<file path="config.mk">
export PLATFORM = sky130hd
export DESIGN_NAME = integer_to_padded_text_top
export DESIGN_NICKNAME = d
export VERILOG_FILES = /design/src/rtl/itpt_pkg.sv /design/src/rtl/itpt_div.sv /design/src/rtl/integer_to_padded_text_top.sv
export VERILOG_INCLUDE_DIRS = /design/src /design/src/rtl
export SDC_FILE = /design/constraint.sdc
export NUM_CORES = 1
export LEC_CHECK = 0
export CAP_MARGIN = 20
export CORE_MARGIN = 2
export CORE_UTILIZATION = 41
export CTS_CLUSTER_DIAMETER = 40
export DETAILED_ROUTE_END_ITERATION = 16
export DONT_BUFFER_PORTS = 1
export GPL_ROUTABILITY_DRIVEN = 0
export GPL_TIMING_DRIVEN = 0
export SYNTH_ARGS = -nofsm -noshare
export SYNTH_HDL_FRONTEND = slang
export SYNTH_HIERARCHICAL = 1
export SYNTH_SLANG_ARGS = --single-unit
</file>
<file path="constraint.sdc">
create_clock -name clk -period 20.4 [get_ports clk]
set_input_delay 4.08 -clock clk [delete_from_list [all_inputs] [get_ports clk]]
set_output_delay 4.08 -clock clk [all_outputs]
set_load 0.02 [all_outputs]
</file>
<file path="src/rtl/integer_to_padded_text_top_macros.svh">
// Assertion macros for the integer to padded text RTL.
`ifndef INTEGER_TO_PADDED_TEXT_TOP_MACROS_SVH
`define INTEGER_TO_PADDED_TEXT_TOP_MACROS_SVH

// Same-cycle implication, checked on every clock edge out of reset.
`define ITPT_ASSERT_NOW(label, ante, cons, msg) \
  label: assert property (@(posedge clk) disable iff (!rst_n) (ante) |-> (cons)) \
    else $error(msg);

// Next-cycle implication, checked on every clock edge out of reset.
`define ITPT_ASSERT_NEXT(label, ante, cons, msg) \
  label: assert property (@(posedge clk) disable iff (!rst_n) (ante) |=> (cons)) \
    else $error(msg);

`endif

</file>
<file path="src/rtl/itpt_pkg.sv">
// Constants and a helper function for the integer to padded text formatter.
package itpt_pkg;

  localparam int FLAG_ZERO   = 0;
  localparam int FLAG_SIGNED = 1;
  localparam int FLAG_PLUS   = 2;
  localparam int FLAG_SPACE  = 3;
  localparam int FLAG_LEFT   = 4;
  localparam int FLAG_PREFIX = 5;
  localparam int FLAG_LOWER  = 6;

  localparam logic [5:0] RADIX_MIN = 6'd2;
  localparam logic [5:0] RADIX_MAX = 6'd36;
  localparam logic [5:0] RADIX_OCT = 6'd8;
  localparam logic [5:0] RADIX_HEX = 6'd16;

  localparam logic [5:0] DIGIT_HEX_X = 6'd33;

  localparam logic [7:0] CHAR_NUL   = 8'h00;
  localparam logic [7:0] CHAR_SPACE = 8'h20;
  localparam logic [7:0] CHAR_PLUS  = 8'h2B;
  localparam logic [7:0] CHAR_MINUS = 8'h2D;
  localparam logic [7:0] CHAR_ZERO  = 8'h30;
  localparam logic [7:0] CHAR_UPPER_A = 8'h41;
  localparam logic [7:0] CHAR_LOWER_A = 8'h61;

  localparam int OUT_MAX = 63;

  function automatic logic [7:0] digit_char(input logic [5:0] digit, input logic lower);
    logic [7:0] d8;
    d8 = {2'b00, digit};
    if (digit < 6'd10) begin
      digit_char = CHAR_ZERO + d8;
    end else if (lower) begin
      digit_char = CHAR_LOWER_A + d8 - 8'd10;
    end else begin
      digit_char = CHAR_UPPER_A + d8 - 8'd10;
    end
  endfunction

endpackage

</file>
<file path="src/rtl/itpt_div.sv">
// Iterative restoring divider: one quotient bit per cycle by a 6-bit radix.
module itpt_div #(
  parameter int VALUE_BITS = 32
) (
  input  logic                  clk,
  input  logic                  rst_n,
  input  logic                  start,
  input  logic [VALUE_BITS-1:0] dividend,
  input  logic [5:0]            divisor,
  output logic                  done,
  output logic [VALUE_BITS-1:0] quotient,
  output logic [5:0]            remainder
);

  localparam int CNTW = $clog2(VALUE_BITS);

  logic [VALUE_BITS-1:0] quo_r;
  logic [5:0]            rem_r;
  logic [5:0]            div_r;
  logic [CNTW-1:0]       cnt_r;
  logic                  run_r;
  logic                  done_r;

  logic [6:0] trial;
  logic [6:0] diff;
  logic       ge;

  assign trial = {rem_r, quo_r[VALUE_BITS-1]};
  assign ge    = trial >= {1'b0, div_r};
  assign diff  = trial - {1'b0, div_r};

  always_ff @(posedge clk) begin
    if (!rst_n) begin
      run_r  <= 1'b0;
      done_r <= 1'b0;
    end else begin
      done_r <= 1'b0;
      if (start) begin
        quo_r <= dividend;
        rem_r <= '0;
        div_r <= divisor;
        cnt_r <= CNTW'(VALUE_BITS - 1);
        run_r <= 1'b1;
      end else if (run_r) begin
        quo_r <= {quo_r[VALUE_BITS-2:0], ge};
        rem_r <= ge ? diff[5:0] : trial[5:0];
        cnt_r <= cnt_r - 1'b1;
        if (cnt_r == '0) begin
          run_r  <= 1'b0;
          done_r <= 1'b1;
        end
      end
    end
  end

  assign done      = done_r;
  assign quotient  = quo_r;
  assign remainder = rem_r;

endmodule

</file>
<file path="src/rtl/integer_to_padded_text_top.sv">
// Top level of the printf-style integer field formatter.
//
// A request is taken at a rising edge where start is high and busy is low. It carries
// a value, a radix, a field width, a minimum digit count and seven format flags.
// The formatted text leaves one character per cycle on out_text_char, except where the
// block steps between sections; each character is marked by a one-cycle out_strobe,
// with out_last_char set on the final character. A radix outside 2 to 36 gives a
// single strobe with out_bad_radix set in the next cycle, and busy stays low for it.
// For a valid radix, digits come from one shared restoring divider that produces one
// quotient bit per cycle. After the digits the ST_CALC state sizes the field, then the
// characters follow, and each step between sections emits no character. The next
// request can be taken in the cycle after busy falls.
// The receiver cannot stall: every strobed character must be taken in its cycle.
// A synchronous reset drops any request in flight and clears the strobe.
`include "integer_to_padded_text_top_macros.svh"

module integer_to_padded_text_top #(
  parameter int VALUE_BITS = 32,
  parameter int MAX_FIELD  = 60
) (
  input  logic                  clk,
  input  logic                  rst_n,
  input  logic                  start,
  output logic                  busy,
  input  logic [VALUE_BITS-1:0] in_value,
  input  logic [5:0]            in_radix,
  input  logic [5:0]            in_total_width,
  input  logic [5:0]            in_min_digits,
  input  logic [6:0]            in_format_flags,
  output logic                  out_strobe,
  output logic [7:0]            out_text_char,
  output logic                  out_last_char,
  output logic                  out_bad_radix
);

  localparam int NDW    = $clog2(VALUE_BITS + 1);
  localparam int CW_RAW = $clog2(MAX_FIELD + VALUE_BITS + 4);
  localparam int CW     = (CW_RAW > 7) ? CW_RAW : 7;

  typedef enum logic [1:0] {ST_IDLE, ST_DIV, ST_CALC, ST_EMIT} state_t;
  typedef enum logic [2:0] {
    PH_LEAD, PH_SIGN, PH_PFX, PH_ZPAD, PH_PREC, PH_DIG, PH_TRAIL
  } phase_t;

  state_t  state_r;
  phase_t  phase_r;
  phase_t  phase_nxt;

  logic [5:0]     radix_r;
  logic [5:0]     width_r;
  logic [5:0]     prec_r;
  logic           lower_r;
  logic           left_r;
  logic           zero_r;
  logic           has_sign_r;
  logic [7:0]     sign_ch_r;
  logic [1:0]     pfx_len_r;
  logic [NDW-1:0] nd_r;
  logic [CW-1:0]  pad_r;
  logic [CW-1:0]  pz_r;
  logic [CW-1:0]  lim_r;
  logic [CW-1:0]  k_r;
  logic [CW-1:0]  cnt_r;
  logic [CW-1:0]  cnt_nxt;

  logic           out_strobe_r;
  logic [7:0]     out_char_r;
  logic           out_last_r;
  logic           out_bad_r;

  logic [5:0]     stack_r [VALUE_BITS];

  logic                  accept;
  logic                  radix_ok;
  logic                  neg_c;
  logic [VALUE_BITS-1:0] mag_c;
  logic                  div_start;
  logic [VALUE_BITS-1:0] div_dividend;
  logic [5:0]            div_divisor;
  logic                  div_done;
  logic [VALUE_BITS-1:0] div_quo;
  logic [5:0]            div_rem;
  logic                  push;
  logic                  pop;

  logic [CW-1:0] prec_eff_c;
  logic [CW-1:0] fixed_c;
  logic [CW-1:0] total_c;
  logic [CW-1:0] pad_c;
  logic [CW-1:0] lim_c;
  logic          lead_mode;
  logic          last_c;
  logic [7:0]    cur_char;
  logic [7:0]    sign_ch_c;
  logic [1:0]    pfx_len_c;

  assign busy     = state_r != ST_IDLE;
  assign accept   = start && !busy;
  assign radix_ok = (in_radix >= itpt_pkg::RADIX_MIN) && (in_radix <= itpt_pkg::RADIX_MAX);
  assign neg_c    = in_format_flags[itpt_pkg::FLAG_SIGNED] && in_value[VALUE_BITS-1];
  assign mag_c    = neg_c ? (VALUE_BITS'(0) - in_value) : in_value;

  always_comb begin
    priority if (neg_c) begin
      sign_ch_c = itpt_pkg::CHAR_MINUS;
    end else if (in_format_flags[itpt_pkg::FLAG_PLUS]) begin
      sign_ch_c = itpt_pkg::CHAR_PLUS;
    end else if (in_format_flags[itpt_pkg::FLAG_SPACE]) begin
      sign_ch_c = itpt_pkg::CHAR_SPACE;
    end else begin
      sign_ch_c = itpt_pkg::CHAR_NUL;
    end
    priority if (!in_format_flags[itpt_pkg::FLAG_PREFIX]) begin
      pfx_len_c = 2'd0;
    end else if (in_radix == itpt_pkg::RADIX_HEX) begin
      pfx_len_c = 2'd2;
    end else if (in_radix == itpt_pkg::RADIX_OCT) begin
      pfx_len_c = 2'd1;
    end else begin
      pfx_len_c = 2'd0;
    end
  end

  assign div_start    = (accept && radix_ok) ||
                        ((state_r == ST_DIV) && div_done && (div_quo != '0));
  assign div_dividend = (state_r == ST_IDLE) ? mag_c : div_quo;
  assign div_divisor  = (state_r == ST_IDLE) ? in_radix : radix_r;

  itpt_div #(
    .VALUE_BITS(VALUE_BITS)
  ) u_div (
    .clk       (clk),
    .rst_n     (rst_n),
    .start     (div_start),
    .dividend  (div_dividend),
    .divisor   (div_divisor),
    .done      (div_done),
    .quotient  (div_quo),
    .remainder (div_rem)
  );

  assign lead_mode  = !zero_r && !left_r;
  assign prec_eff_c = (CW'(prec_r) > CW'(nd_r)) ? CW'(prec_r) : CW'(nd_r);
  assign fixed_c    = prec_eff_c + CW'(has_sign_r) + CW'(pfx_len_r);
  assign total_c    = (CW'(width_r) > fixed_c) ? CW'(width_r) : fixed_c;
  assign pad_c      = total_c - fixed_c;
  assign lim_c      = (total_c > CW'(itpt_pkg::OUT_MAX)) ? CW'(itpt_pkg::OUT_MAX) : total_c;
  assign last_c     = k_r == (lim_r - 1'b1);

  always_comb begin
    unique case (phase_r)
      PH_LEAD: begin
        phase_nxt = PH_SIGN;
        cnt_nxt   = CW'(has_sign_r);
      end
      PH_SIGN: begin
        phase_nxt = PH_PFX;
        cnt_nxt   = CW'(pfx_len_r);
      end
      PH_PFX: begin
        phase_nxt = PH_ZPAD;
        cnt_nxt   = zero_r ? pad_r : '0;
      end
      PH_ZPAD: begin
        phase_nxt = PH_PREC;
        cnt_nxt   = pz_r;
      end
      PH_PREC: begin
        phase_nxt = PH_DIG;
        cnt_nxt   = CW'(nd_r);
      end
      PH_DIG: begin
        phase_nxt = PH_TRAIL;
        cnt_nxt   = left_r ? pad_r : '0;
      end
      default: begin
        phase_nxt = PH_TRAIL;
        cnt_nxt   = '0;
      end
    endcase
  end

  always_comb begin
    unique case (phase_r)
      PH_LEAD:  cur_char = itpt_pkg::CHAR_SPACE;
      PH_SIGN:  cur_char = sign_ch_r;
      PH_PFX:   cur_char = ((pfx_len_r == 2'd2) && (cnt_r == CW'(1))) ?
                           itpt_pkg::digit_char(itpt_pkg::DIGIT_HEX_X, lower_r) :
                           itpt_pkg::CHAR_ZERO;
      PH_ZPAD:  cur_char = itpt_pkg::CHAR_ZERO;
      PH_PREC:  cur_char = itpt_pkg::CHAR_ZERO;
      PH_DIG:   cur_char = itpt_pkg::digit_char(stack_r[0], lower_r);
      default:  cur_char = itpt_pkg::CHAR_SPACE;
    endcase
  end

  assign push = (state_r == ST_DIV) && div_done;
  assign pop  = (state_r == ST_EMIT) && (cnt_r != '0) && (phase_r == PH_DIG);

  always_ff @(posedge clk) begin
    if (push) begin
      stack_r[0] <= div_rem;
      for (int i = 1; i < VALUE_BITS; i++) begin
        stack_r[i] <= stack_r[i-1];
      end
    end else if (pop) begin
      for (int i = 0; i < VALUE_BITS - 1; i++) begin
        stack_r[i] <= stack_r[i+1];
      end
    end
  end

  always_ff @(posedge clk) begin
    if (!rst_n) begin
      state_r      <= ST_IDLE;
      phase_r      <= PH_LEAD;
      out_strobe_r <= 1'b0;
    end else begin
      out_strobe_r <= 1'b0;
      unique case (state_r)
        ST_IDLE: begin
          if (accept) begin
            if (!radix_ok) begin
              out_strobe_r <= 1'b1;
              out_char_r   <= itpt_pkg::CHAR_NUL;
              out_last_r   <= 1'b1;
              out_bad_r    <= 1'b1;
            end else begin
              radix_r    <= in_radix;
              width_r    <= (in_total_width > 6'(MAX_FIELD)) ? 6'(MAX_FIELD) : in_total_width;
              prec_r     <= (in_min_digits > 6'(MAX_FIELD)) ? 6'(MAX_FIELD) : in_min_digits;
              lower_r    <= in_format_flags[itpt_pkg::FLAG_LOWER];
              left_r     <= in_format_flags[itpt_pkg::FLAG_LEFT];
              zero_r     <= in_format_flags[itpt_pkg::FLAG_ZERO] &&
                            !in_format_flags[itpt_pkg::FLAG_LEFT];
              has_sign_r <= sign_ch_c != itpt_pkg::CHAR_NUL;
              sign_ch_r  <= sign_ch_c;
              pfx_len_r  <= pfx_len_c;
              nd_r       <= '0;
              state_r    <= ST_DIV;
            end
          end
        end
        ST_DIV: begin
          if (div_done) begin
            nd_r <= nd_r + 1'b1;
            if (div_quo == '0) begin
              state_r <= ST_CALC;
            end
          end
        end
        ST_CALC: begin
          pad_r   <= pad_c;
          pz_r    <= prec_eff_c - CW'(nd_r);
          lim_r   <= lim_c;
          k_r     <= '0;
          phase_r <= PH_LEAD;
          cnt_r   <= lead_mode ? pad_c : '0;
          state_r <= ST_EMIT;
        end
        ST_EMIT: begin
          if (cnt_r == '0) begin
            phase_r <= phase_nxt;
            cnt_r   <= cnt_nxt;
            if (phase_r == PH_TRAIL) begin
              state_r <= ST_IDLE;
            end
          end else begin
            out_strobe_r <= 1'b1;
            out_char_r   <= cur_char;
            out_last_r   <= last_c;
            out_bad_r    <= 1'b0;
            cnt_r        <= cnt_r - 1'b1;
            k_r          <= k_r + 1'b1;
            if (last_c) begin
              state_r <= ST_IDLE;
            end
          end
        end
        default: begin
          state_r <= ST_IDLE;
        end
      endcase
    end
  end

  assign out_strobe    = out_strobe_r;
  assign out_text_char = out_char_r;
  assign out_last_char = out_last_r;
  assign out_bad_radix = out_bad_r;

  `ITPT_ASSERT_NOW(a_bad_radix_shape, out_strobe && out_bad_radix, out_last_char && (out_text_char == itpt_pkg::CHAR_NUL), "Bad radix result must be a lone NUL marked last.")
  `ITPT_ASSERT_NEXT(a_bad_radix_reply, accept && !radix_ok, out_strobe && out_bad_radix, "Bad radix request must answer in the next cycle.")
  `ITPT_ASSERT_NOW(a_mid_char_busy, out_strobe && !out_last_char, busy, "Block went idle before the last character.")
  `ITPT_ASSERT_NOW(a_last_char_idle, out_strobe && out_last_char, !busy, "Block still busy after the last character.")
  `ITPT_ASSERT_NOW(a_div_quiet_emit, state_r == ST_EMIT, !div_done, "Divider finished while characters are going out.")

endmodule

</file>
==> results.json <==
{
  "status": "completed",
  "clock_skew_ns": 0.0179,
  "hold_class": "reg -> reg",
  "worst_ep_required_time_ns": 20.73,
  "synth.top_cells.by_count": "320 x edfxtp_1, 225 x mux2_2, 84 x nor2_1",
  "timing.max_cap.violations": 0,
  "postPlaceCellArea_um2": 17700,
  "core_um2": 40600,
  "syn_nets": 1377,
  "rsz0062_at_grt": "no",
  "rr_startpoint": "nd_r[4]",
  "power_frac_clock_pct": 36.6,
  "crit_start": "nd_r[4]",
  "rrSetupSlack_ns": 13.62,
  "grt-ovfl-total": 0,
  "grt_usage_pct": 16.5,
  "routed_via_density": 5.33,
  "drc": 0,
  "cts_resized": 0,
  "crit_top_cell": "ha_1",
  "ys_top_cells_by_area": "edfxtp_1 57%, mux2_2 15%, ha_1 3.5%, xnor2_1 2.1%, a21oi_1 2.0%",
  "cts_max_level": 2,
  "netlist_area_um2": 16800,
  "cts-root-buf": "clkbuf_16",
  "cts_tree": "done",
  "crit_type": "reg -> reg",
  "peakVddDrop_mv": 0.0756,
  "antenna_found_initial": 0,
  "cpMaxStageDelayCell": "o21ai_0",
  "wl_per_cell_um": 18.0,
  "io_pins": 72,
  "yosys_register_bits": 328,
  "start_util_pct": 41.4,
  "clock-sinks": 328,
  "final_cell_area_um2": 19300,
  "dr_wl_met3_um": 1950,
  "cts_inserted_buffers": 47,
  "start_kind": "register",
  "switching_share_pct": 30.7,
  "grt_pass1_vias": 10300,
  "fin_crit_sh_pct": 33.2,
  "power_switching_uw": 670,
  "seq_power_share_pct": 39.1,
  "firstDrtPassIters": 5,
  "cts-hold-fix-buffers": 0,
  "fmax_mhz": 148,
  "finalSetupTns_ns": 0,
  "dp_hpwl_um": 23900,
  "maxSlewViolCount": 0,
  "synthArstFlopShare_pct": 0,
  "wirelength_met1_um": 16100,
  "internal_power_uw": 1510,
  "r2r_cells": 26,
  "p_per_area_nw_per_um2": 113,
  "dieArea_um2": 42700,
  "synth_cell_type_count": 77,
  "crit_arrival_ns": 7.11,
  "ys_seq_area_share_pct": 58.1,
  "tightest_slew_ns": 1.03,
  "antenna_left": 0,
  "netlist_instances": 1265,
  "endpoint": "cnt_r[4]",
  "clkTransAtPathRegs_ns": 0.06,
  "port-buffer-count": 0,
  "postCtsSetupRepairBufs": 0,
  "cp_slowest_stage_delay_ns": 0.70,
  "finalWirelength_um": 34100,
  "synth_top_area_cell": "edfxtp_1",
  "die_w_um": 207,
  "grt_first_pass_wirelength_um": 55700,
  "reg2reg_to": "cnt_r[4]",
  "nets": 1436,
  "drt_iter0_drc": 753,
  "drive_above_1_share_pct": 25.7,
  "rows": 74,
  "synth_top_area_share_pct": 57.1,
  "grt_max_degree": 32,
  "num_antenna_cells": 0,
  "setup_viol": 0,
  "end_kind": "register",
  "routed.top_layer": "met4",
  "worstSkewPairLatency_ns": 0.58,
  "hold_viol": 0,
  "area_growth_pct": 14.6,
  "pwr-share-comb_pct": 24.2,
  "syn_area_per_cell_um2": 13.3,
  "synth-main-ff-cell": "edfxtp_1",
  "relSlewSlack_pct": 31.6,
  "critPathMaxFanout": 10,
  "cts.path.max_buffers": 3,
  "fin_crit_ns": 6.78,
  "yosys_warnings": 6,
  "vias": 10100,
  "die_height_um": 207,
  "synth_edf_count": 320,
  "wl_met2_um": 15300,
  "synth.most_common_cell": "edfxtp_1",
  "power.leakage_uw": 0.00622,
  "fillCellCount": 3588
}
## registers in the layout (all words and copies together) (netlist names), 5 cells and up
register         flops
stack_r            192
u_div/quotient      32
out_text_char        8
cnt_r                7
k_r                  7
lim_r                7
pad_r                7
pz_r                 7
nd_r                 6
prec_r               6
radix_r              6
u_div/div_r          6
u_div/remainder      6
width_r              6
u_div/cnt_r          5
## through the flow
| stage | hold WS [ns] | std cells | setup WS, ns | total power (uW) | utilization, % |
|---|---|---|---|---|---|
| finish | 0.451 | 1895 | 13.62 | 2180 | 47.4 |
| global route | 0.454 | 1895 | 13.04 | 2300 | 47.4 |
| CTS | 0.451 | 1895 | 13.60 | 2200 | 47.4 |
| detailed placement | 0.440 | 1807 | 13.63 | 1390 | 43.6 |
| global placement | 0.427 | 1797 | 0.0837 | 1390 | 43.0 |
| floorplan | 0.422 | 1265 | 5.35 | 1260 | - |
## kinds of logic (layout without fill, tap and decap cells)
kind of cell | count (synthesis) | count (layout) | share of synthesized area, %
flip-flops | 328 | 328 | 58.1
AND/OR/NAND/NOR | 271 | 271 | 8.00
multiplexers | 237 | 237 | 15.8
AO/OA/AOI/OAI | 193 | 193 | 7.74
buffers and inverters | 113 | 211 | 2.63
XOR/XNOR | 70 | 70 | 3.64
adder cells (fa/ha/maj) | 52 | 52 | 4.09
other | 1 | 1 | 0.0223
## cell usage in the layout, fill, tap and decap left out, types with 12 or more instances in the layout
cell       instances
nand2b_1          16
nor3_1            18
inv_1             54
and2_1            12
nand3_1           21
clkbuf_16         47
mux2i_1           12
nand2_1           58
xnor2_1           41
clkbuf_1          39
o21ai_0           28
a21o_1            17
buf_2             16
xor2_1            29
edfxtp_1         320
a21oi_1           66
ha_1              47
nor2_1            82
mux2_2           225
## cell type report
type / count / area, um2 / share of cell area [%]
inverter: 56 / 210 / 1.09
tap: 532 / 666 / 3.45
timing repair buffer: 10 / 210 / 1.09
clock buffer: 52 / 1190 / 6.20
multi-input combinational: 824 / 6630 / 34.4
sequential: 328 / 9770 / 50.7
buffer: 57 / 233 / 1.21
clock inverter: 36 / 357 / 1.85
## power groups by stage
| stage | clock network (uW) | registers (uW) | logic (uW) |
|---|---|---|---|
| floorplan | 0 | 856 | 407 |
| global placement | 0 | 869 | 517 |
| detailed placement | 0 | 868 | 525 |
| CTS | 821 | 855 | 529 |
| global route | 848 | 860 | 593 |
| finish | 800 | 855 | 529 |
## how the worst min path moves through the flow
stage / from / to / slack [ns] / cells after the start
finish: stack_r[1][87] / stack_r[1][93] / 0.45 / 0
detailed placement: stack_r[1][89] / stack_r[1][95] / 0.44 / 0
floorplan: stack_r[1][84] / stack_r[1][90] / 0.42 / 0
global placement: stack_r[1][84] / stack_r[1][90] / 0.43 / 0
global route: stack_r[1][87] / stack_r[1][93] / 0.45 / 0
CTS: stack_r[1][87] / stack_r[1][93] / 0.45 / 0
## layer usage
| metal | vias up | track usage, % |
|---|---|---|
| met4 | 0 | 5.31 |
| met5 | - | 0 |
| met2 | 204 | 25.5 |
| met3 | 52 | 3.78 |
| met1 | 4963 | 23.1 |
| li1 | 4890 | - |
## critical path, delay by kind of cell (launching register included)
family | cells | cell delay (ns)
adders and majority gates | 5 | 1.51
and+or+nand+nor | 2 | 0.28
AOI/OAI and AO/OA | 13 | 3.05
buffers and inverters | 4 | 0.83
DFF | 1 | 0.31
xor gates and xnor gates | 2 | 0.53
Note: power is estimated with default switching activity, not from simulation.
